[src/rtl/core/sftb_ram.sv]
// sftb_ram: generic single-port ram with registered read
// no dependencies; holds the flash contents
`default_nettype none

module sftb_ram #(
  parameter int WIDTH = 8,
  parameter int DEPTH = 256
) (
  input  wire logic                     clk,
  input  wire logic                     en,
  input  wire logic                     we,
  input  wire logic [$clog2(DEPTH)-1:0] addr,
  input  wire logic [WIDTH-1:0]         wdata,
  output logic      [WIDTH-1:0]         rdata
);

  logic [WIDTH-1:0] mem [DEPTH];
  logic [WIDTH-1:0] rdata_r;

  // write or read one entry per enabled cycle; read data held otherwise
  always_ff @(posedge clk) begin
    if (en) begin
      if (we) mem[addr] <= wdata;
      else    rdata_r   <= mem[addr];
    end
  end

  assign rdata = rdata_r;

endmodule

`default_nettype wire

[config.mk]
export PLATFORM = sky130hd
export DESIGN_NAME = sftb_ram
export DESIGN_NICKNAME = d
export VERILOG_FILES = /design/src/rtl/core/sftb_ram.sv
export SDC_FILE = /design/constraint.sdc
export NUM_CORES = 2
export LEC_CHECK = 0
export ABC_AREA = 1
export BUFFER_PORTS_ARGS = -buffer_cell sky130_fd_sc_hd__buf_2
export CAP_MARGIN = 15
export CORE_UTILIZATION = 35
export CTS_BUF_LIST = sky130_fd_sc_hd__clkbuf_4 sky130_fd_sc_hd__clkbuf_8 sky130_fd_sc_hd__clkbuf_16
export CTS_CLUSTER_SIZE = 10
export DETAILED_ROUTE_END_ITERATION = 10
export GPL_ROUTABILITY_DRIVEN = 0
export PLACE_DENSITY_LB_ADDON = 0.3
export SLEW_MARGIN = 10
export SYNTH_ARGS = -nofsm -noshare
export SYNTH_HDL_FRONTEND = slang
export SYNTH_SLANG_ARGS = --single-unit
[constraint.sdc]
create_clock -name clk -period 3.1 [get_ports clk]
set_input_delay 0.31 -clock clk [delete_from_list [all_inputs] [get_ports clk]]
set_output_delay 0.31 -clock clk [all_outputs]
set_load 0.005 [all_outputs]
==> metrics.txt <==
commonest non-fill, non-tap cell in the layout=nand2_1; Slew HR=40.0%; Non-Filler Instances=around 12000; critical path arrival=between 3000 and 4000 ps; share of layout cells above drive strength 1=a little over 10%; remaining antenna violation count after routing=0; Clock power frac=between 40% and 50%; Power per Cell Area=587 nW/um^2; Seq/Total Area, Yosys=72.8%; Storage cell area=61700 um^2; # setup viols final=0; Final Critical Period=2570 ps; yosys warns=0; chip width=494 um; CTS buffer count=228; most frequent cells in the layout=nand2_1, edfxtp_1, buf_4; switching power=~13 mW; Max Clock Skew=35.1 ps; global-route wire length before repair=360000 um; most used cell, CP=nand2_1; vias=57100; Highest Clock Rate=0.390 GHz; DRT iter0 DRCs=~5600; Fill cells=approximately 23000; GR Overflow Total=0; number of synthesized register bits=about 2100; CTS tree=built; sw frac=22.3%; Sequential Power Share=a little over half; Post-DP Area=about 92000 um^2; VDD IR-drop max=~0.52 mV; Required @ worst endpoint=3840 ps; RSZ-0062 raised after global routing=false; Hold/Removal Path Class=in -> reg; Syn Area/Cell=~11 um^2; vias in the first global route=55400; Clock Pin Slew Worst Setup and Hold Paths=around 60 ps; status=finished, final reports clean; Pre-antenna DRT Iters=6; pre-CTS WS=-284 ps; multi-input logic area=approximately 21000 um^2; Slowest cell on crit path=nor2_1; number of vias per cell=4.94; Post-CTS Setup Bufs=0; Synth-to-Final Area Change=16.2%; Final Hold Vio Count=0; Final #Nets=8344; crit path max fanout=59; syn_nets=around 8000; crit-path leading delay family=simple AND/OR/NAND/NOR gates; dpl cells=11300; Cells after Synth=about 8000; initial antenna violation count=9; row cnt=180; Port Buffers=26; max-slew violations=0; hpwl dp=~150000 um; Ports=27; mapped cell area=~85000 um^2; Slew @ Worst Pin=approximately 900 ps; core footprint=between 200000 and 250000 um^2; CP Class=in -> reg; Final WS setup=between 500 and 600 ps; Setup crit start kind=input pin; Yosys cell types=14; Root Buffer=clkbuf_16; final hold slack=between 50 and 60 ps; Starting Density=about a third; routed wire length=242000 um; largest net degree at the start of global routing=approximately 120; combinational share of power=6.1%; crit share post-route=just over 80%; die height=494 um; fin area=around 100000 um^2; internal power=around 45 mW; die area=roughly 240000 um^2; Clock Sinks=just over 2000; H-tree Lvls=4; crit-path cells=buf_8 > inv_8 > buf_12 > buf_12 > buf_4 > buf_4 > nand2_1 > nand2_1 > nand2_1 > nand3_1 > nand2_1 > nand2_1 > o21ai_1 > nand2_1 > nor2_1 > nor2_1 > nor2_1 > nand2_1; DRC errors left=0; Avg WL per Cell=approximately 21 um; Total GRT Usage=between 10% and 20%; max incr delay on CP=approximately 460 ps; clk_lat worst skew=around 870 ps; Leak=around 39 nW; # Max-Cap Violations=0; critical path endpoint category=flop; Buffers & Inverters on Critical Path=6; Bufs on Longest Clock Path=3
metal layers:
layer	GRT usage [%]	part of all wire [%]
met5	0	0
met4	5.78	2.7
met3	2.91	6.8
met2	32.0	47
met1	27.2	43
worst reg2reg max path: stages (launching register included):
cell,delay (ps)
edfxtp_1,380
nand2_1,80
nand2_1,60
nand2_1,70
nand2_1,110
nand2_1,80
nand2_1,50
o21ai_1,240
nand2_1,190
nor2_1,150
nor2_1,150
nor2_1,380
nand2_1,100
final cells by class:
class	count	area share, %
flip-flops and latches	2056	62.6
multi-input cells	5464	21.5
clock buffers	259	6.06
repair buffers	559	5.40
well taps	3185	4.04
clock inverters	23	0.272
inverters	16	0.0863
diodes	3	0.00762
repair_timing:
action / CTS / global route
hold buffers: 9 / 0
endpoints found under the setup margin: 0 / 0
endpoints found under the hold margin: 263 / 0
resized for setup: 0 / 0
sequential cells by signal, indices dropped and copies added, names as in the netlist:
register and count:
mem 2048, rdata 8
power by group through the flow:
stage	Sequential, mW	Clock (mW)	Combinational [mW]
2_1_floorplan	31.2	0	1.74
3_5_place_dp	31.2	0	3.51
3_3_place_gp	31.2	0	3.50
4_1_cts	30.7	24.1	3.53
5_1_grt	30.6	25.1	3.84
6_report	30.7	23.7	3.51
synthesized netlist by cell type:
| master | instances | area (um^2) |
|---|---|---|
| nand2_1 | 4695 | 17600 |
| inv_1 | 11 | 41.3 |
| nor2_1 | 345 | 1290 |
| nand3_1 | 256 | 1280 |
| buf_6 | 9 | 101 |
| buf_4 | 5 | 37.5 |
| o21ai_1 | 128 | 641 |
| nand4_1 | 40 | 250 |
| clkbuf_1 | 161 | 604 |
| clkinv_1 | 2 | 7.51 |
| inv_2 | 3 | 11.3 |
| buf_1 | 35 | 131 |
| edfxtp_1 | 2056 | 61700 |
| buf_2 | 214 | 1070 |
final timing paths:
| check | from | to | slack [ps] | cells after the start |
|---|---|---|---|---|
| worst min register to register | mem[110][4]$_DFFE_PP_ | rdata[4]$_DFFE_PP_ | 980 | 10 |
| worst max register to register | mem[19][1]$_DFFE_PP_ | rdata[1]$_DFFE_PP_ | 820 | 12 |
| worst max-delay path | addr[0] | rdata[1]$_DFFE_PP_ | 530 | 18 |
| worst min-delay path | en | rdata[2]$_DFFE_PP_ | 60 | 4 |
stage by stage:
| step | power, mW | setup TNS (ps) | utilization, % |
|---|---|---|---|
| 2_1_floorplan | 33.0 | 0 | - |
| 3_3_place_gp | 34.7 | -855 | 38.3 |
| 3_5_place_dp | 34.7 | -837 | 38.3 |
| 4_1_cts | 58.3 | 0 | 40.9 |
| 5_1_grt | 59.6 | 0 | 40.9 |
| 6_report | 57.9 | 0 | 40.9 |
logic make-up (layout without fill, tap and decap cells):
kind of cell    after synthesis  in the layout  synth area share, %
compound gates              128            128                0.755
flops                      2056           2056                 72.8
simple gates               5336           5336                 24.1
buf+inv                     440            857                 2.36
other cells                   0              3                    0
(Power assumes the default switching activity.)
