File: config.mk
export PLATFORM = sky130hd
export DESIGN_NAME = sftb_in_stage_flat
export DESIGN_NICKNAME = d
export VERILOG_FILES = /design/src/rtl/core/sftb_pkg.sv /design/src/rtl/core/sftb_if.sv /design/src/rtl/core/sftb_in_stage.sv /design/src/flat_wrapper.sv
export SDC_FILE = /design/constraint.sdc
export NUM_CORES = 1
export LEC_CHECK = 0
export ABC_AREA = 1
export BUFFER_PORTS_ARGS = -buffer_cell sky130_fd_sc_hd__buf_2
export CAP_MARGIN = 25
export CORE_ASPECT_RATIO = 1.2
export CORE_MARGIN = 3
export CORE_UTILIZATION = 40
export DETAILED_ROUTE_END_ITERATION = 10
export PLACE_DENSITY = 0.88
export REMOVE_ABC_BUFFERS = 1
export SETUP_SLACK_MARGIN = 0.15
export SLEW_MARGIN = 5
export SYNTH_ARGS = -nofsm -noshare
export SYNTH_HDL_FRONTEND = slang
export SYNTH_SLANG_ARGS = --single-unit
export TNS_END_PERCENT = 30
File: constraint.sdc
create_clock -name clk -period 10.9 [get_ports clk]
set_input_delay 2.18 -clock clk [delete_from_list [all_inputs] [get_ports clk]]
set_output_delay 2.18 -clock clk [all_outputs]
set_load 0.01 [all_outputs]
File: src/rtl/core/sftb_pkg.sv
// sftb_pkg: shared types, constants and helpers for the spi flash / touch bus block
// no dependencies; imported by the input, execute and output stages, the top level and the bench
`default_nettype none

package sftb_pkg;

  // flash array size and address width
  localparam int FLASH_BYTES = 131072;
  localparam int FLASH_AW    = $clog2(FLASH_BYTES);

  // item command codes
  typedef enum logic [2:0] {
    CMD_CTRL  = 3'd0,
    CMD_DATA  = 3'd1,
    CMD_LOAD  = 3'd2,
    CMD_TOUCH = 3'd3,
    CMD_MIC   = 3'd4
  } cmd_t;

  // control register layout
  localparam logic [15:0] CTRL_WR_MASK  = 16'hCF03;
  localparam int          CTRL_EN_BIT   = 15;
  localparam int          CTRL_IRQ_BIT  = 14;
  localparam int          CTRL_HOLD_BIT = 11;
  localparam int          CTRL_WIDE_BIT = 10;
  localparam int          CTRL_DEV_LSB  = 8;

  // device select codes
  localparam logic [1:0] DEV_FLASH = 2'd1;
  localparam logic [1:0] DEV_TOUCH = 2'd2;

  // flash read opcode and length of the address phase
  localparam logic [7:0]  FLASH_RD_OP    = 8'h03;
  localparam logic [15:0] ADDR_PHASE_END = 16'd4;

  // touch channel codes, command bits 6..4
  localparam logic [2:0] CH_Y   = 3'd1;
  localparam logic [2:0] CH_X   = 3'd5;
  localparam logic [2:0] CH_MIC = 3'd6;

  localparam logic [11:0] TOUCH_Y_IDLE = 12'hFFF;

  // how the returned byte is formed after the flash read
  typedef enum logic [1:0] {
    SEL_BYTE  = 2'd0,
    SEL_RAM   = 2'd1,
    SEL_LATCH = 2'd2
  } sel_t;

  // one input item as held in the input register
  typedef struct packed {
    logic [2:0]  cmd;
    logic [15:0] write_mask;
    logic [15:0] write_value;
    logic [16:0] load_address;
    logic [7:0]  load_byte;
    logic [11:0] touch_x_in;
    logic [11:0] touch_y_in;
    logic [11:0] mic_in;
  } item_t;

  // result in flight between execute and output stage
  typedef struct packed {
    sel_t       sel;
    logic [7:0] data;
    logic       irq;
  } mid_t;

  // flash memory access request
  typedef struct packed {
    logic                en;
    logic                we;
    logic [FLASH_AW-1:0] addr;
    logic [7:0]          wdata;
  } ram_req_t;

  // adc level split over two bus bytes
  function automatic logic [7:0] adc_byte(input logic [11:0] level, input logic odd);
    logic [7:0] res;
    if (odd) res = {1'b0, level[11:5]};
    else     res = {level[4:0], 3'b000};
    return res;
  endfunction

endpackage

`default_nettype wire

File: src/rtl/core/sftb_if.sv
// sftb_in_if / sftb_out_if: valid-ready channels for items and results
// depends on nothing; used by the top level and its stages
`default_nettype none

interface sftb_in_if;
  logic        valid;
  logic        ready;
  logic [2:0]  cmd;
  logic [15:0] write_mask;
  logic [15:0] write_value;
  logic [16:0] load_address;
  logic [7:0]  load_byte;
  logic [11:0] touch_x_in;
  logic [11:0] touch_y_in;
  logic [11:0] mic_in;

  modport source (output valid, cmd, write_mask, write_value, load_address, load_byte,
                  touch_x_in, touch_y_in, mic_in, input ready);
  modport sink   (input valid, cmd, write_mask, write_value, load_address, load_byte,
                  touch_x_in, touch_y_in, mic_in, output ready);
endinterface


`default_nettype wire

File: src/rtl/core/sftb_in_stage.sv
// sftb_in_stage: input register of the item channel
// depends on sftb_pkg and sftb_in_if
`default_nettype none

module sftb_in_stage (
  input  wire logic           clk,
  input  wire logic           rst_n,
  sftb_in_if.sink             in_bus,
  input  wire logic           adv,
  output logic                item_valid,
  output sftb_pkg::item_t     item
);
  import sftb_pkg::*;

  logic  valid_r;
  item_t item_r;
  logic  load;

  // room when empty or when the held item moves on this cycle
  assign in_bus.ready = !valid_r || adv;
  assign load         = in_bus.valid && in_bus.ready;

  // valid flag
  always_ff @(posedge clk) begin
    if (!rst_n) begin
      valid_r <= 1'b0;
    end else if (in_bus.ready) begin
      valid_r <= in_bus.valid;
    end
  end

  // payload
  always_ff @(posedge clk) begin
    if (load) begin
      item_r <= '{cmd:          in_bus.cmd,
                  write_mask:   in_bus.write_mask,
                  write_value:  in_bus.write_value,
                  load_address: in_bus.load_address,
                  load_byte:    in_bus.load_byte,
                  touch_x_in:   in_bus.touch_x_in,
                  touch_y_in:   in_bus.touch_y_in,
                  mic_in:       in_bus.mic_in};
    end
  end

  assign item_valid = valid_r;
  assign item       = item_r;

endmodule

`default_nettype wire

File: src/flat_wrapper.sv
// flat-port wrapper written by rule: the top's interface ports become plain ports
module sftb_in_stage_flat import sftb_pkg::*;
  (clk, rst_n, adv, item_valid, item, in_bus_valid, in_bus_cmd, in_bus_write_mask, in_bus_write_value, in_bus_load_address, in_bus_load_byte, in_bus_touch_x_in, in_bus_touch_y_in, in_bus_mic_in, in_bus_ready);
  sftb_in_if in_bus_i ();
  input  wire logic clk;
  input  wire logic rst_n;
  input  wire logic adv;
  output logic item_valid;
  output sftb_pkg::item_t item;
  input wire logic [$bits(in_bus_i.valid)-1:0] in_bus_valid;
  input wire logic [$bits(in_bus_i.cmd)-1:0] in_bus_cmd;
  input wire logic [$bits(in_bus_i.write_mask)-1:0] in_bus_write_mask;
  input wire logic [$bits(in_bus_i.write_value)-1:0] in_bus_write_value;
  input wire logic [$bits(in_bus_i.load_address)-1:0] in_bus_load_address;
  input wire logic [$bits(in_bus_i.load_byte)-1:0] in_bus_load_byte;
  input wire logic [$bits(in_bus_i.touch_x_in)-1:0] in_bus_touch_x_in;
  input wire logic [$bits(in_bus_i.touch_y_in)-1:0] in_bus_touch_y_in;
  input wire logic [$bits(in_bus_i.mic_in)-1:0] in_bus_mic_in;
  output wire logic [$bits(in_bus_i.ready)-1:0] in_bus_ready;
  assign in_bus_i.valid = in_bus_valid;
  assign in_bus_i.cmd = in_bus_cmd;
  assign in_bus_i.write_mask = in_bus_write_mask;
  assign in_bus_i.write_value = in_bus_write_value;
  assign in_bus_i.load_address = in_bus_load_address;
  assign in_bus_i.load_byte = in_bus_load_byte;
  assign in_bus_i.touch_x_in = in_bus_touch_x_in;
  assign in_bus_i.touch_y_in = in_bus_touch_y_in;
  assign in_bus_i.mic_in = in_bus_mic_in;
  assign in_bus_ready = in_bus_i.ready;
  sftb_in_stage u_core (.clk(clk), .rst_n(rst_n), .in_bus(in_bus_i), .adv(adv), .item_valid(item_valid), .item(item));
endmodule
==> flow_summary.json, run 1 <==
{
  "cp-end-kind": "output port",
  "ys_seq_area_frac": 0.989,
  "ant_nets": 0,
  "wl_per_cell_microns": 16.6,
  "num_vias": 1776,
  "globalplace.congestion": 0.733,
  "hold_viol": 0,
  "die_y_microns": 99.8,
  "path_clk_slew_ps": 80,
  "cts_buffers": 9,
  "dieArea_sq_um": 8400,
  "syn_to_final_growth_pct": 46.4,
  "rsz0062_at_grt": "false",
  "power_density_nw_per_um2": 174,
  "period_share": 0.435,
  "cts.path.max_buffers": 2,
  "cp-start-kind": "input port",
  "layout.nets": 413,
  "reg2reg_to": "u_core.item[47]",
  "worstPathArrival_ps": 2560,
  "min_to": "u_core.item_valid",
  "n_antenna_cell": 0,
  "ctsHoldBuffers": 0,
  "routed_via_density": 4.39,
  "routed_wl_mm": 6.71,
  "start_util": 0.420,
  "timing.hold.ws_ps": 541,
  "placed_area_sq_um": 4050,
  "numPlacedInstances": 388,
  "skew_ps": 7.19,
  "drt_pre_antenna_iters": 4,
  "final_common_cell": "buf_2",
  "worstPathMaxFanout": 2,
  "grt.total_usage": 0.159,
  "grt_overflow": 0,
  "cp_data_required_time_ps": 8720,
  "ys_types": 7,
  "design_area_sq_um": 4300,
  "syn_area_sq_um": 2930,
  "mostFrequentLayoutCells": "buf_2, edfxtp_1, clkbuf_8",
  "hold_path_depth": 2,
  "worstSkewPairLatency_ps": 350,
  "setup_ws_ps": 6160,
  "htreeDepth": 3,
  "pwr-share-comb": 0.082,
  "p_int_uw": 593,
  "ioPinCount": 198,
  "syn_inst": 103,
  "post-place-ws_ps": 6160,
  "antenna_found_initial": 3,
  "cts.repair.resized": 0,
  "cts_tree": "yes",
  "core_sq_um": 6980,
  "finalMaxSlewViolations": 0,
  "rows": 33,
  "grt_pass1_wl_mm": 9.68,
  "drtIter0Drc": 53,
  "grt_max_degree": 97,
  "avgSynthCellArea_sq_um": 28.5,
  "period_minus_slack_ps": 4740,
  "setup_viol_count_final": 0,
  "grt_pass1_vias": 1855,
  "vdd_drop_max_v": 0.000125,
  "sequentialPowerShare": 0.589,
  "worst_pin_slew_ps": 582,
  "finalNonFillerCells": 405,
  "drv_cap": 0,
  "finalSetupTns_ps": 0,
  "die_w_microns": 84.2,
  "drc": 0,
  "p_sw_uw": 155,
  "switching_share": 0.207,
  "p_leak_nw": 1.85,
  "clock_sink_count": 97,
  "slew_headroom": 0.612,
  "fmax_mhz": 211,
  "critPathKind": "in -> out",
  "rr_worst_depth": 3,
  "post_cts_buffers": 0,
  "root_buffer": "clkbuf_8",
  "min_from": "u_core.item_valid",
  "synth-seq-cells": 97,
  "status": "completed",
  "yosysWarnings": 0,
  "numPortBuffers": 197,
  "hp-class": "reg -> reg",
  "p_clk_frac": 0.329,
  "drive_gt1_frac": 0.686,
  "r2r_start": "u_core.item_valid",
  "reg2reg_slack_ps": 9230
}
final cells by class:
| cell class | instances | area [sq um] |
|---|---|---|
| sequential | 97 | 2900 |
| fill | 547 | 2680 |
| multi-input combinational | 3 | 31.3 |
| tap | 87 | 109 |
| inverter | 3 | 11.3 |
| clock inverter | 6 | 92.6 |
| clock buffer | 10 | 128 |
| timing repair buffer | 199 | 1020 |
cell usage after synthesis:
| cell | instances | share of area |
|---|---|---|
| a21oi_1 | 1 | 0.0017 |
| a21oi_2 | 1 | 0.0030 |
| dfxtp_1 | 1 | 0.0068 |
| edfxtp_1 | 96 | 0.98 |
| inv_1 | 2 | 0.0026 |
| inv_2 | 1 | 0.0013 |
| nand2_2 | 1 | 0.0021 |
cell families (layout without fill, tap and decap cells):
logic type	after synthesis	count (layout)	share of synthesized area
flops	97	97	0.989
buf+inv	3	218	0.00384
simple gates	1	1	0.00213
compound gates	2	2	0.00469
registers in the layout, indices dropped and copies added (netlist names):
signal	count
u_core.item	96
u_core.item_valid	1
how the worst max path moves through the flow:
stage	slack, ps	from	cells after the start	endpoint
floorplan	3440	in_bus_valid	2	u_core.item[0]
global placement	6160	adv	4	in_bus_ready
detailed placement	6160	adv	4	in_bus_ready
CTS	6160	adv	4	in_bus_ready
global route	6130	adv	4	in_bus_ready
finish	6160	adv	4	in_bus_ready
worst max-delay path, cell delays in order:
cell     delay, ps
buf_2          100
inv_2           70
nand2_2         60
buf_2          150
metrics by stage:
step	power [mW]	util
3_5_place_dp	0.511	0.580
5_1_grt	0.781	0.616
4_1_cts	0.759	0.612
2_1_floorplan	0.472	-
6_report	0.748	0.616
3_3_place_gp	0.508	0.580
metal layers:
layer,track usage,vias up,share of wire
li1,-,831,-
met4,0.0668,6,0.010
met3,0.0796,12,0.12
met1,0.170,809,0.33
met5,0,-,0.0042
met2,0.267,118,0.54
power by group through the flow:
stage	registers (mW)	logic, mW	clock network, mW
6_report	0.441	0.0617	0.246
2_1_floorplan	0.465	0.00721	0
3_3_place_gp	0.449	0.0588	0
5_1_grt	0.443	0.0668	0.272
4_1_cts	0.442	0.0613	0.256
3_5_place_dp	0.450	0.0612	0
Note: power is estimated with default switching activity, not from simulation.
==> run 2, diff against run 1 <==
Clock period 10.9 ns to 4.5 ns, I/O delays scaled along.
==> run 2 against run 1 <==
Sequential share of layout area is 0.34 points higher. Clock skew grew 0.91 ps. Worst setup slack worse by 3800 ps. Largest cell class unchanged. Via count is 0.62% higher. Clock-buffer cell count shrank 1.
==> flow_summary.json, run 2 (synthesized netlist as in run 1, its figures left out) <==
{
  "status": "completed",
  "cp_data_required_time_ps": 3600,
  "path_depth": 4,
  "grt.total_usage": 0.158,
  "final_common_cell": "buf_2",
  "period_share": 0.485,
  "drc": 0,
  "ioPinCount": 198,
  "num_vias": 1787,
  "period_minus_slack_ps": 2180,
  "cts_buffers": 9,
  "cp-end-kind": "output port",
  "finalSetupTns_ps": 0,
  "fillers": 550,
  "dieArea_sq_um": 8400,
  "dp_hpwl_mm": 5.14,
  "setup_viol_count_final": 0,
  "routed_via_density": 4.42,
  "critPathKind": "in -> out",
  "hold_path_depth": 2,
  "power_density_nw_per_um2": 419,
  "hp-class": "reg -> reg",
  "clock_sink_count": 97,
  "worst_pin_slew_ps": 622,
  "htreeDepth": 3,
  "r2r_start": "u_core.item_valid",
  "drtIter0Drc": 53,
  "p_leak_nw": 1.85,
  "layout.nets": 413,
  "vdd_drop_max_v": 0.000237,
  "ctsHoldBuffers": 0,
  "cp-start-kind": "input port",
  "fmax_mhz": 458,
  "die_w_microns": 84.2,
  "cts.repair.resized": 0,
  "routed_wl_mm": 6.65,
  "antenna_found_initial": 4,
  "timing.hold.ws_ps": 557,
  "path_buf_inv": 3,
  "root_buffer": "clkbuf_8",
  "grt_max_degree": 97,
  "postLayoutCoreUtil": 0.613,
  "rsz0062_at_grt": "false",
  "multiInputGateArea_sq_um": 31.3,
  "numPortBuffers": 197,
  "mostFrequentLayoutCells": "buf_2, edfxtp_1, clkbuf_8",
  "cts_tree": "yes",
  "syn_to_final_growth_pct": 45.7,
  "worstSkewPairLatency_ps": 340,
  "ant_nets": 0,
  "path_clk_slew_ps": 80,
  "drv_cap": 0,
  "drt_pre_antenna_iters": 4,
  "worstSetupStartpoint": "adv",
  "finalMaxSlewViolations": 0,
  "slew_headroom": 0.585,
  "start_util": 0.420,
  "skew_ps": 8.09,
  "rr_worst_depth": 3,
  "worstPathMaxFanout": 2,
  "crit_top_cell": "buf_2",
  "endpoint": "in_bus_ready",
  "reg2reg_slack_ps": 2780,
  "grt_overflow": 0,
  "max_stage_delay_ps": 140,
  "die_y_microns": 99.8,
  "n_antenna_cell": 0,
  "reg2reg_to": "u_core.item[51]",
  "worstPathArrival_ps": 1280,
  "path_cells": "buf_2, inv_2, nand2_2, buf_2",
  "globalplace.congestion": 0.730,
  "rows": 33,
  "drive_gt1_frac": 0.685,
  "grt_pass1_vias": 1890,
  "min_from": "u_core.item_valid",
  "critPathTopFamily": "buffers and inverters",
  "cp_slowest_cell": "buf_2",
  "post_cts_buffers": 0,
  "core_sq_um": 6980,
  "hold_viol": 0,
  "seq_area_sq_um": 2900,
  "wl_per_cell_microns": 16.5,
  "cts.path.max_buffers": 2,
  "grt_pass1_wl_mm": 9.58,
  "largest_register_ffs": 96
}
run 2: cell count changes in the layout (fill, tap and decap cells not counted), sizes merged:
cell,delta
clkinv,+1
clkinvlp,-2
clkbuf,-1
inv,+1
run 2: tightest hold or removal path: stages, from the launching register on:
cell and delay [ps]:
dfxtp_1 360, nand2_2 100, a21oi_2 60
run 2: layout make-up:
type | instances | area share
sequential | 97 | 0.679
timing repair buffer | 199 | 0.237
clock buffer | 9 | 0.0290
tap | 87 | 0.0255
clock inverter | 6 | 0.0193
multi-input combinational | 3 | 0.00732
inverter | 3 | 0.00263
run 2: worst min-delay path by stage:
stage	end	slack (ps)
2_1_floorplan	u_core.item_valid	550
3_3_place_gp	u_core.item_valid	510
3_5_place_dp	u_core.item_valid	550
4_1_cts	u_core.item_valid	560
5_1_grt	u_core.item_valid	570
6_report	u_core.item_valid	560
run 2: metrics by stage:
step / total power [mW] / std cells / worst slack, ps / cell area (sq um)
after global placement: 1.23 / 388 / 2100 / 4050
final: 1.79 / 404 / 2320 / 4270
after global routing: 1.87 / 404 / 2300 / 4270
after floorplan: 1.14 / 103 / -1680 / 2930
after CTS: 1.82 / 403 / 2310 / 4250
after detailed placement: 1.24 / 388 / 2010 / 4050
run 2: per-layer routing:
| metal | global-route usage | wire length (microns) | up-vias | share of wire |
|---|---|---|---|---|
| li1 | - | - | 827 | - |
| met1 | 0.158 | 2100 | 812 | 0.32 |
| met2 | 0.267 | 3540 | 119 | 0.53 |
| met3 | 0.0788 | 825 | 21 | 0.12 |
| met4 | 0.0866 | 139 | 8 | 0.021 |
| met5 | 0 | 41 | - | 0.0062 |
run 2: power by group:
group          total [mW]  switching [mW]  internal [mW]
Sequential           1.07          0.0123           1.05
Clock               0.577           0.269          0.308
Combinational       0.148          0.0817         0.0662
