==> config.mk <==
export PLATFORM = sky130hd
export DESIGN_NAME = sftb_out_stage_flat
export DESIGN_NICKNAME = d
export VERILOG_FILES = /design/src/rtl/core/sftb_pkg.sv /design/src/rtl/core/sftb_if.sv /design/src/rtl/core/sftb_out_stage.sv /design/src/flat_wrapper.sv
export SDC_FILE = /design/constraint.sdc
export NUM_CORES = 1
export LEC_CHECK = 0
export BUFFER_PORTS_ARGS = -buffer_cell sky130_fd_sc_hd__buf_2
export CORE_MARGIN = 2
export CORE_UTILIZATION = 25
export CTS_CLUSTER_DIAMETER = 50
export CTS_CLUSTER_SIZE = 12
export DETAILED_ROUTE_END_ITERATION = 6
export GPL_TIMING_DRIVEN = 1
export PLACE_DENSITY_LB_ADDON = 0.3
export SKIP_LAST_GASP = 1
export SLEW_MARGIN = 20
export SYNTH_ARGS = -nofsm -noshare
export SYNTH_HDL_FRONTEND = slang
export SYNTH_SLANG_ARGS = --single-unit
==> constraint.sdc <==
create_clock -name clk -period 1.5 [get_ports clk]
set_clock_uncertainty 0.1 [all_clocks]
set_input_delay 0.075 -clock clk [delete_from_list [all_inputs] [get_ports clk]]
set_output_delay 0.075 -clock clk [all_outputs]
set_load 0.005 [all_outputs]
==> src/rtl/core/sftb_pkg.sv <==
// sftb_pkg: shared types, constants and helpers for the spi flash / touch bus block
// no dependencies; imported by the input, execute and output stages, the top level and the bench
`default_nettype none

package sftb_pkg;

  // flash array size and address width
  localparam int FLASH_BYTES = 131072;
  localparam int FLASH_AW    = $clog2(FLASH_BYTES);

  // item command codes
  typedef enum logic [2:0] {
    CMD_CTRL  = 3'd0,
    CMD_DATA  = 3'd1,
    CMD_LOAD  = 3'd2,
    CMD_TOUCH = 3'd3,
    CMD_MIC   = 3'd4
  } cmd_t;

  // control register layout
  localparam logic [15:0] CTRL_WR_MASK  = 16'hCF03;
  localparam int          CTRL_EN_BIT   = 15;
  localparam int          CTRL_IRQ_BIT  = 14;
  localparam int          CTRL_HOLD_BIT = 11;
  localparam int          CTRL_WIDE_BIT = 10;
  localparam int          CTRL_DEV_LSB  = 8;

  // device select codes
  localparam logic [1:0] DEV_FLASH = 2'd1;
  localparam logic [1:0] DEV_TOUCH = 2'd2;

  // flash read opcode and length of the address phase
  localparam logic [7:0]  FLASH_RD_OP    = 8'h03;
  localparam logic [15:0] ADDR_PHASE_END = 16'd4;

  // touch channel codes, command bits 6..4
  localparam logic [2:0] CH_Y   = 3'd1;
  localparam logic [2:0] CH_X   = 3'd5;
  localparam logic [2:0] CH_MIC = 3'd6;

  localparam logic [11:0] TOUCH_Y_IDLE = 12'hFFF;

  // how the returned byte is formed after the flash read
  typedef enum logic [1:0] {
    SEL_BYTE  = 2'd0,
    SEL_RAM   = 2'd1,
    SEL_LATCH = 2'd2
  } sel_t;

  // one input item as held in the input register
  typedef struct packed {
    logic [2:0]  cmd;
    logic [15:0] write_mask;
    logic [15:0] write_value;
    logic [16:0] load_address;
    logic [7:0]  load_byte;
    logic [11:0] touch_x_in;
    logic [11:0] touch_y_in;
    logic [11:0] mic_in;
  } item_t;

  // result in flight between execute and output stage
  typedef struct packed {
    sel_t       sel;
    logic [7:0] data;
    logic       irq;
  } mid_t;

  // flash memory access request
  typedef struct packed {
    logic                en;
    logic                we;
    logic [FLASH_AW-1:0] addr;
    logic [7:0]          wdata;
  } ram_req_t;

  // adc level split over two bus bytes
  function automatic logic [7:0] adc_byte(input logic [11:0] level, input logic odd);
    logic [7:0] res;
    if (odd) res = {1'b0, level[11:5]};
    else     res = {level[4:0], 3'b000};
    return res;
  endfunction

endpackage

`default_nettype wire

==> src/rtl/core/sftb_if.sv <==
// sftb_in_if / sftb_out_if: valid-ready channels for items and results
// depends on nothing; used by the top level and its stages
`default_nettype none


interface sftb_out_if;
  logic       valid;
  logic       ready;
  logic [7:0] read_data;
  logic       irq;

  modport source (output valid, read_data, irq, input ready);
  modport sink   (input valid, read_data, irq, output ready);
endinterface

`default_nettype wire

==> src/rtl/core/sftb_out_stage.sv <==
// sftb_out_stage: merges flash read data into the result and holds the output register
// depends on sftb_pkg and sftb_out_if
`default_nettype none

module sftb_out_stage (
  input  wire logic            clk,
  input  wire logic            rst_n,
  input  wire logic            mid_valid,
  input  wire sftb_pkg::mid_t  mid,
  input  wire logic [7:0]      ram_rdata,
  sftb_out_if.source           out_bus,
  output logic                 adv
);
  import sftb_pkg::*;

  logic       valid_r;
  logic [7:0] data_r;
  logic       irq_r;
  logic [7:0] latch_r, latch_nxt;

  // pipeline moves whenever the output register is free or being taken
  assign adv = !valid_r || out_bus.ready;

  // returned byte
  always_comb begin
    case (mid.sel)
      SEL_RAM:   latch_nxt = ram_rdata;
      SEL_LATCH: latch_nxt = latch_r;
      default:   latch_nxt = mid.data;
    endcase
  end

  // valid flag and last returned byte
  always_ff @(posedge clk) begin
    if (!rst_n) begin
      valid_r <= 1'b0;
      latch_r <= 8'h00;
    end else if (adv) begin
      valid_r <= mid_valid;
      if (mid_valid) latch_r <= latch_nxt;
    end
  end

  // result payload
  always_ff @(posedge clk) begin
    if (adv && mid_valid) begin
      data_r <= latch_nxt;
      irq_r  <= mid.irq;
    end
  end

  assign out_bus.valid     = valid_r;
  assign out_bus.read_data = data_r;
  assign out_bus.irq       = irq_r;

endmodule

`default_nettype wire

==> src/flat_wrapper.sv <==
// flat-port wrapper written by rule: the top's interface ports become plain ports
module sftb_out_stage_flat import sftb_pkg::*;
  (clk, rst_n, mid_valid, mid, ram_rdata, adv, out_bus_valid, out_bus_read_data, out_bus_irq, out_bus_ready);
  sftb_out_if out_bus_i ();
  input  wire logic clk;
  input  wire logic rst_n;
  input  wire logic mid_valid;
  input  wire sftb_pkg::mid_t mid;
  input  wire logic [7:0] ram_rdata;
  output logic adv;
  output wire logic [$bits(out_bus_i.valid)-1:0] out_bus_valid;
  output wire logic [$bits(out_bus_i.read_data)-1:0] out_bus_read_data;
  output wire logic [$bits(out_bus_i.irq)-1:0] out_bus_irq;
  input wire logic [$bits(out_bus_i.ready)-1:0] out_bus_ready;
  assign out_bus_valid = out_bus_i.valid;
  assign out_bus_read_data = out_bus_i.read_data;
  assign out_bus_irq = out_bus_i.irq;
  assign out_bus_i.ready = out_bus_ready;
  sftb_out_stage u_core (.clk(clk), .rst_n(rst_n), .mid_valid(mid_valid), .mid(mid), .ram_rdata(ram_rdata), .out_bus(out_bus_i), .adv(adv));
endmodule
==> results of run 1 <==
==> cell type report <==
type | instances | area [um2] | area share [%]
Clock buffer | 4 | 45.0 | 3.68
Inverter | 12 | 45.0 | 3.68
Multi-Input combinational cell | 45 | 384 | 31.4
Sequential cell | 18 | 450 | 36.8
Tap cell | 48 | 60.1 | 4.91
Timing Repair Buffer | 39 | 238 | 19.4
==> worst min-delay path: cells and delay by family <==
| kind | cells | cell delay, ns |
|---|---|---|
| AO/OA/AOI/OAI | 2 | 0.13 |
| buffers and inverters | 1 | 0.11 |
==> logic make-up after synthesis <==
| family | count (synthesis) | synth area share (%) |
|---|---|---|
| compound gates | 33 | 32.8 |
| simple gates | 10 | 4.41 |
| buf+inv | 21 | 13.6 |
| fa+ha+maj | 2 | 2.59 |
| flops | 18 | 46.6 |
==> flip-flops by register name (all words and copies together), names as in the netlist <==
name                      count
u_core.latch_r                8
u_core.out_bus.irq            1
u_core.out_bus.read_data      8
u_core.out_bus.valid          1
==> worst max path at each step <==
stage	endpoint	cells after the start
after global routing	u_core.out_bus.read_data[5]$_DFFE_PP_	5
after CTS	u_core.out_bus.read_data[2]$_DFFE_PP_	5
after global placement	u_core.out_bus.read_data[7]$_DFFE_PP_	5
after floorplan	u_core.out_bus.read_data[7]$_DFFE_PP_	6
final	u_core.out_bus.read_data[7]$_DFFE_PP_	5
after detailed placement	u_core.out_bus.read_data[2]$_DFFE_PP_	5
==> power breakdown <==
part | total, uW | internal [uW] | leakage (uW) | switching, uW
sequential | 584 | 566 | 0.000162 | 17.9
clock | 351 | 188 | 0.0000228 | 163
combinational | 250 | 117 | 0.000332 | 133
total | 1190 | 871 | 0.000517 | 314
==> per-layer routing <==
metal  GRT usage, %  vias up  part of all wire, %
met2           16.6       24                   47
met3           2.39        2                  6.9
met5              0        -                    0
met4           5.36        0                  1.2
li1               -      385                    -
met1           13.3      344                   45
==> layout by cell type (no fill, tap or decap) <==
cell type	instances
a21boi_0	1
a21oi_1	8
a221oi_2	6
a221oi_4	2
and2_1	1
buf_12	2
buf_2	33
buf_4	3
clkbuf_1	1
clkbuf_8	3
dfxtp_1	9
dlygate4sd3_1	1
edfxtp_1	9
ha_1	2
inv_1	11
inv_2	1
nand2_1	8
nand2b_1	1
o2111ai_1	8
o22ai_1	7
o22ai_2	1
==> metrics by stage <==
stage | hold slack [ns] | std cells | power [uW] | setup WS, ns | cell area [um2]
6_report | 0.00937 | 166 | 1190 | 0.328 | 1220
4_1_cts | 0.00551 | 166 | 1200 | 0.323 | 1220
5_1_grt | 0.00707 | 166 | 1240 | 0.247 | 1220
2_1_floorplan | 0.0739 | 84 | 756 | 0.231 | 966
3_3_place_gp | 0.154 | 161 | 837 | 0.0865 | 1170
3_5_place_dp | 0.156 | 161 | 844 | 0.0527 | 1170
==> impl_metrics.csv, run 1 <==
group,metric,value,unit
run_status,outcome,"finished clean",
min_path,min_to,"u_core.latch_r[7]$_SDFFE_PN0P_",
placed_design,dp.final_hpwl,1570,um
detailed_routing,wl,2220,um
layout,nFillCells,402,
synthesis,ys_seq_area_share,46.6,%
layout,post-route-util,33.1,%
die,dieArea,0.00438,mm2
clock_tree,post_cts_resized,0,
sta,fin_crit,1.17,ns
critical_path,reg2regPathDepth,3,
synthesis,synthCells,84,
layout,final_layout_size_suffix_gt1_share,43.2,%
critical_path,crit_type,"in2reg",
job,maxCapViolCount,0,
global_route,overflow,0,
sta,rsz0062_at_grt,"no",
detailed_routing,wire_per_inst,13.4,um
detailed_routing,via_count,755,
min_path,worstHoldStart,"ram_rdata[7]",
die,dieHeight,66.2,um
layout,n_antenna_cell,0,
clock_tree,worstSkewPairLatency,0.25,ns
sta,finalCritPeriodShare,78.2,%
synthesis,synth.largest_area_cell,"edfxtp_1",
critical_path,slowest_stage,"ha_1",
synthesis,synth_ff_type,"edfxtp_1",
sta,clock.fmax,0.853,GHz
placed_design,io_buffers,33,
synthesis,yosysUniqueCellTypes,18,
die,start_util,26.2,%
die,io_pins,34,
clock_tree,clk_path_buf_depth,2,
synthesis,synth.avg_cell_area,11.5,um2
synthesis,synthTopCellsByCount,"inv_1 (11), dfxtp_1 (9), edfxtp_1 (9)",
critical_path,critPathLaunch,"mid[9]",
global_route,grt_pass1_wl,3420,um
synthesis,ys_warn_count,0,
critical_path,crit_arrival,1.07,ns
synthesis,syn-cell-area,966,um2
detailed_routing,ant_nets,0,
die,die_w,66.2,um
global_route,grt_antenna_before_repair,0,
clock_tree,cts.clk_slew.worst_paths,0.07,ns
layout,final_nets,144,
clock_tree,numClockSinks,18,
sta,slew_violations,0,
critical_path,critical-path-max-stage-delay,0.40,ns
synthesis,yosysTopAreaCellShare,28.0,%
critical_path,cp_max_fo,8,
critical_path,worstPathCellList,"buf_2 -> inv_1 -> ha_1 -> a221oi_4 -> a21oi_1",
clock_tree,ctsHoldBuffers,1,
synthesis,synth_fp_nets,109,
synthesis,synth-seq-cells,18,
critical_path,cp-start-kind,"input pin",
synthesis,synthArstFlopShare,0,%
critical_path,reg2reg_setup_slack,0.37,ns
critical_path,cp.required,1.40,ns
global_route,grt_pass1_vias,726,
detailed_routing,drtIter0Drc,51,
critical_path,critPathTopFamily,"compound AO/OA/AOI/OAI gates",
critical_path,path_buf_inv,2,
power_and_ir_drop,powerDensity,969,mW/mm2
global_route,grt_max_degree,18,
synthesis,synth.top_cells.by_area,"edfxtp_1 (28%), dfxtp_1 (19%), a221oi_2 (9.3%)",
critical_path,r2r_end,"u_core.out_bus.read_data[0]$_DFFE_PP_",
power_and_ir_drop,p_leak,0.000517,uW
sta,relSlewSlack,58.5,%
detailed_routing,drc,0,
clock_tree,root_buffer,"clkbuf_8",
layout,syn2layout_area_growth,26.6,%
critical_path,endpoint_kind,"flop",
placed_design,place.gp.congestion,0.769,
die,num_rows,22,
critical_path,crit-reg2reg-launch,"u_core.out_bus.valid$_SDFFE_PN0P_",
die,core_area,0.00369,mm2
power_and_ir_drop,vdd_drop_max,285,uV
synthesis,synth_most_common_cell,"inv_1",
detailed_routing,via_per_inst,4.55,
global_route,track_usage,10.5,%
synthesis,synth_edf_count,9,
clock_tree,numCtsBuffers,3,
min_path,hold_class,"in2reg",
clock_tree,cts_tree,"done",
clock_tree,ctsHtreeMaxLevel,1,
min_path,min_path_cells,3,
sta,final_hold_viol_count,0,
sta,setup_viol_count_final,0,
sta,tightestPinTransition,0.622,ns
clock_tree,post_cts_buffers,0,
sta,tns,0,ns
detailed_routing,dr.pass1.iters,4,
Note: power is estimated with default switching activity, not from simulation.
==> inputs of run 2 (changes only) <==
- ABC_AREA: unset -> 1
- clock period: 1.5 -> 0.99 ns (I/O delays scaled with it)
==> run 2 against run 1 <==
Net effect: the flow now finishes with violations (negative hold slack, negative setup slack); critical path depth decreased by 2; sequential share of layout area decreased by 1.5 points; worst setup slack worse by 0.43 ns; sequential cell count unchanged; clock-buffer cell count is the same; critical endpoint is now adv; core utilization up 4.8 points.
==> impl_metrics.csv, run 2 <==
group,metric,value,unit
sta,tightestPinTransition,0.308,ns
sta,relSlewSlack,79.4,%
run_status,outcome,"finished, violations left",
placed_design,io_buffers,33,
clock_tree,clk_path_buf_depth,2,
synthesis,synthArstFlopShare,0,%
clock_tree,ctsHtreeMaxLevel,1,
sta,fin_crit,1.09,ns
layout,final_cell_mix,"buf_2 (31), nand2_1 (30), inv_1 (18)",
clock_tree,post_cts_buffers,0,
power_and_ir_drop,vdd_drop_max,329,uV
synthesis,synthTopCellsByCount,"nand2_1 (40), inv_1 (19), dfxtp_1 (9), edfxtp_1 (9)",
sta,whs,-0.00625,ns
critical_path,cpMostUsedCell,"buf_6",
die,die_w,63.3,um
critical_path,critical-path-max-stage-delay,0.36,ns
synthesis,synth-seq-cells,18,
synthesis,synth_fp_nets,137,
sta,tns,-0.410,ns
critical_path,worstPathCellList,"nand2_4 -> buf_6 -> buf_6",
layout,syn2layout_area_growth,45.1,%
clock_tree,numCtsBuffers,3,
sta,setup_viol_count_final,9,
layout,final_cell_area,0.00128,mm2
power_and_ir_drop,p_leak,0.000630,uW
synthesis,synth.avg_cell_area,7.85,um2
layout,final_layout_size_suffix_gt1_share,43.4,%
die,dieArea,0.00401,mm2
critical_path,crit_type,"reg2out",
sta,finalCritPeriodShare,111,%
clock_tree,worstSkewPairLatency,0.30,ns
sta,clock.fmax,0.913,GHz
global_route,grt_pass1_wl,3230,um
placed_design,place.gp.congestion,0.716,
synthesis,synth_edf_count,9,
detailed_routing,drc,0,
detailed_routing,dr.pass1.iters,4,
global_route,track_usage,10.4,%
synthesis,ys_seq_area_share,51.2,%
critical_path,slowest_stage,"dfxtp_2",
critical_path,cp-start-kind,"flop",
sta,final_hold_viol_count,1,
sta,slew_violations,0,
min_path,hold_class,"in2reg",
synthesis,synth.largest_area_cell,"edfxtp_1",
detailed_routing,via_per_inst,4.10,
die,io_pins,34,
layout,n_antenna_cell,0,
die,num_rows,21,
global_route,grt_pass1_vias,704,
layout,final_nets,178,
layout,post-route-util,37.9,%
die,core_area,0.00336,mm2
global_route,grt_max_degree,16,
synthesis,syn-cell-area,880,um2
critical_path,cp.required,0.84,ns
synthesis,synth.top_cells.by_area,"edfxtp_1 (31%), dfxtp_1 (20%), nand2_1 (17%)",
clock_tree,cts.clk_slew.worst_paths,0.11,ns
detailed_routing,ant_nets,0,
detailed_routing,drtIter0Drc,12,
placed_design,dp.final_hpwl,1330,um
global_route,grt_antenna_before_repair,0,
placed_design,dp_worst_setup_slack,-0.321,ns
detailed_routing,via_count,812,
detailed_routing,wire_per_inst,9.81,um
job,maxCapViolCount,0,
synthesis,yosysUniqueCellTypes,15,
die,start_util,26.2,%
sta,fin_ws,-0.105,ns
synthesis,synth_ff_type,"edfxtp_1",
die,dieHeight,63.3,um
synthesis,yosysTopAreaCellShare,30.7,%
layout,nFillCells,384,
detailed_routing,wl,1940,um
global_route,overflow,0,
synthesis,ys_warn_count,0,
sta,rsz0062_at_grt,"yes",
critical_path,endpoint_kind,"output pin",
clock_tree,root_buffer,"clkbuf_4",
clock_tree,cts_tree,"done",
layout,final_common_cell,"buf_2",
critical_path,crit_arrival,0.95,ns
synthesis,synth_most_common_cell,"nand2_1",
synthesis,synthCells,112,
placed_design,postPlaceCellArea,0.00115,mm2
clock_tree,numClockSinks,18,
power_and_ir_drop,powerDensity,1320,mW/mm2
run_status,violations,"negative hold slack, negative setup slack",
critical_path,cp_max_fo,2,
==> run 2: cell count changes in the layout (fill, tap and decap cells not counted), sizes merged <==
| cell | delta |
|---|---|
| nand2 | +34 |
| dlygate4sd3 | +1 |
| a221oi | -8 |
| buf | -2 |
| inv | +11 |
| and2 | -1 |
| o22ai | -8 |
| nand3 | +8 |
| o2111ai | -8 |
| nand2b | -1 |
| or2 | +8 |
==> run 2: cells by family (layout without fill, tap and decap cells) <==
group | count (synthesis) | count (layout) | share of synthesized area [%]
buffers and inverters | 25 | 65 | 11.8
AND/OR/NAND/NOR | 58 | 58 | 28.7
flip-flops | 18 | 18 | 51.2
adder cells (fa/ha/maj) | 2 | 2 | 2.84
AO/OA/AOI/OAI | 9 | 9 | 5.41
==> run 2: final cells by class <==
cell class / count / area [um2] / area share [%]
Multi-Input combinational cell: 69 / 399 / 31.3
Sequential cell: 18 / 452 / 35.4
Timing Repair inverter: 2 / 12.5 / 0.980
Tap cell: 46 / 57.6 / 4.51
Inverter: 21 / 96.3 / 7.55
Clock buffer: 4 / 26.3 / 2.06
Timing Repair Buffer: 38 / 233 / 18.2
==> run 2: stage by stage <==
step           cells  power (uW)
2_1_floorplan    112        1120
3_3_place_gp     190        1250
3_5_place_dp     190        1260
4_1_cts          198        1670
5_1_grt          198        1790
6_report         198        1690
==> run 2: report_power, final <==
part	internal [uW]	total (uW)	leakage, uW	switching, uW
clock network	157	396	0.0000150	239
registers	863	887	0.000163	24.4
logic	189	404	0.000452	214
total	1210	1690	0.000630	478
==> run 2: what timing repair did <==
item / CTS / global route
hold endpoints to repair: 10 / 0
hold buffers: 2 / 0
setup endpoints to repair: 7 / 28
pin swaps: 1 / 1
cloned: 2 / 0
resized for setup: 2 / 16
==> run 2: layer usage <==
metal  up-vias  share of wire [%]  global-route usage, %
met2        20                 50                   16.8
met5         -                  0                      0
met4         0                2.6                   6.52
met1       367                 43                   13.3
li1        421                  -                      -
met3         4                4.4                   1.25
==> run 2: worst max-delay path: cells and delay by family, from the launching register on <==
| kind | cells | cell delay, ns |
|---|---|---|
| buffers and inverters | 2 | 0.22 |
| and+or+nand+nor | 1 | 0.07 |
| DFF | 1 | 0.36 |
==> run 2: final timing paths <==
path / from / end / slack (ns) / cells after the start
worst max-delay path: u_core.out_bus.valid$_SDFFE_PN0P_ / adv / -0.10 / 3
worst min-delay path: mid[6] / u_core.latch_r[5]$_SDFFE_PN0P_ / -0.006 / 4
worst max register to register: u_core.out_bus.valid$_SDFFE_PN0P_ / u_core.latch_r[0]$_SDFFE_PN0P_ / -0.06 / 6
worst min register to register: u_core.latch_r[7]$_SDFFE_PN0P_ / u_core.latch_r[7]$_SDFFE_PN0P_ / 0.43 / 4
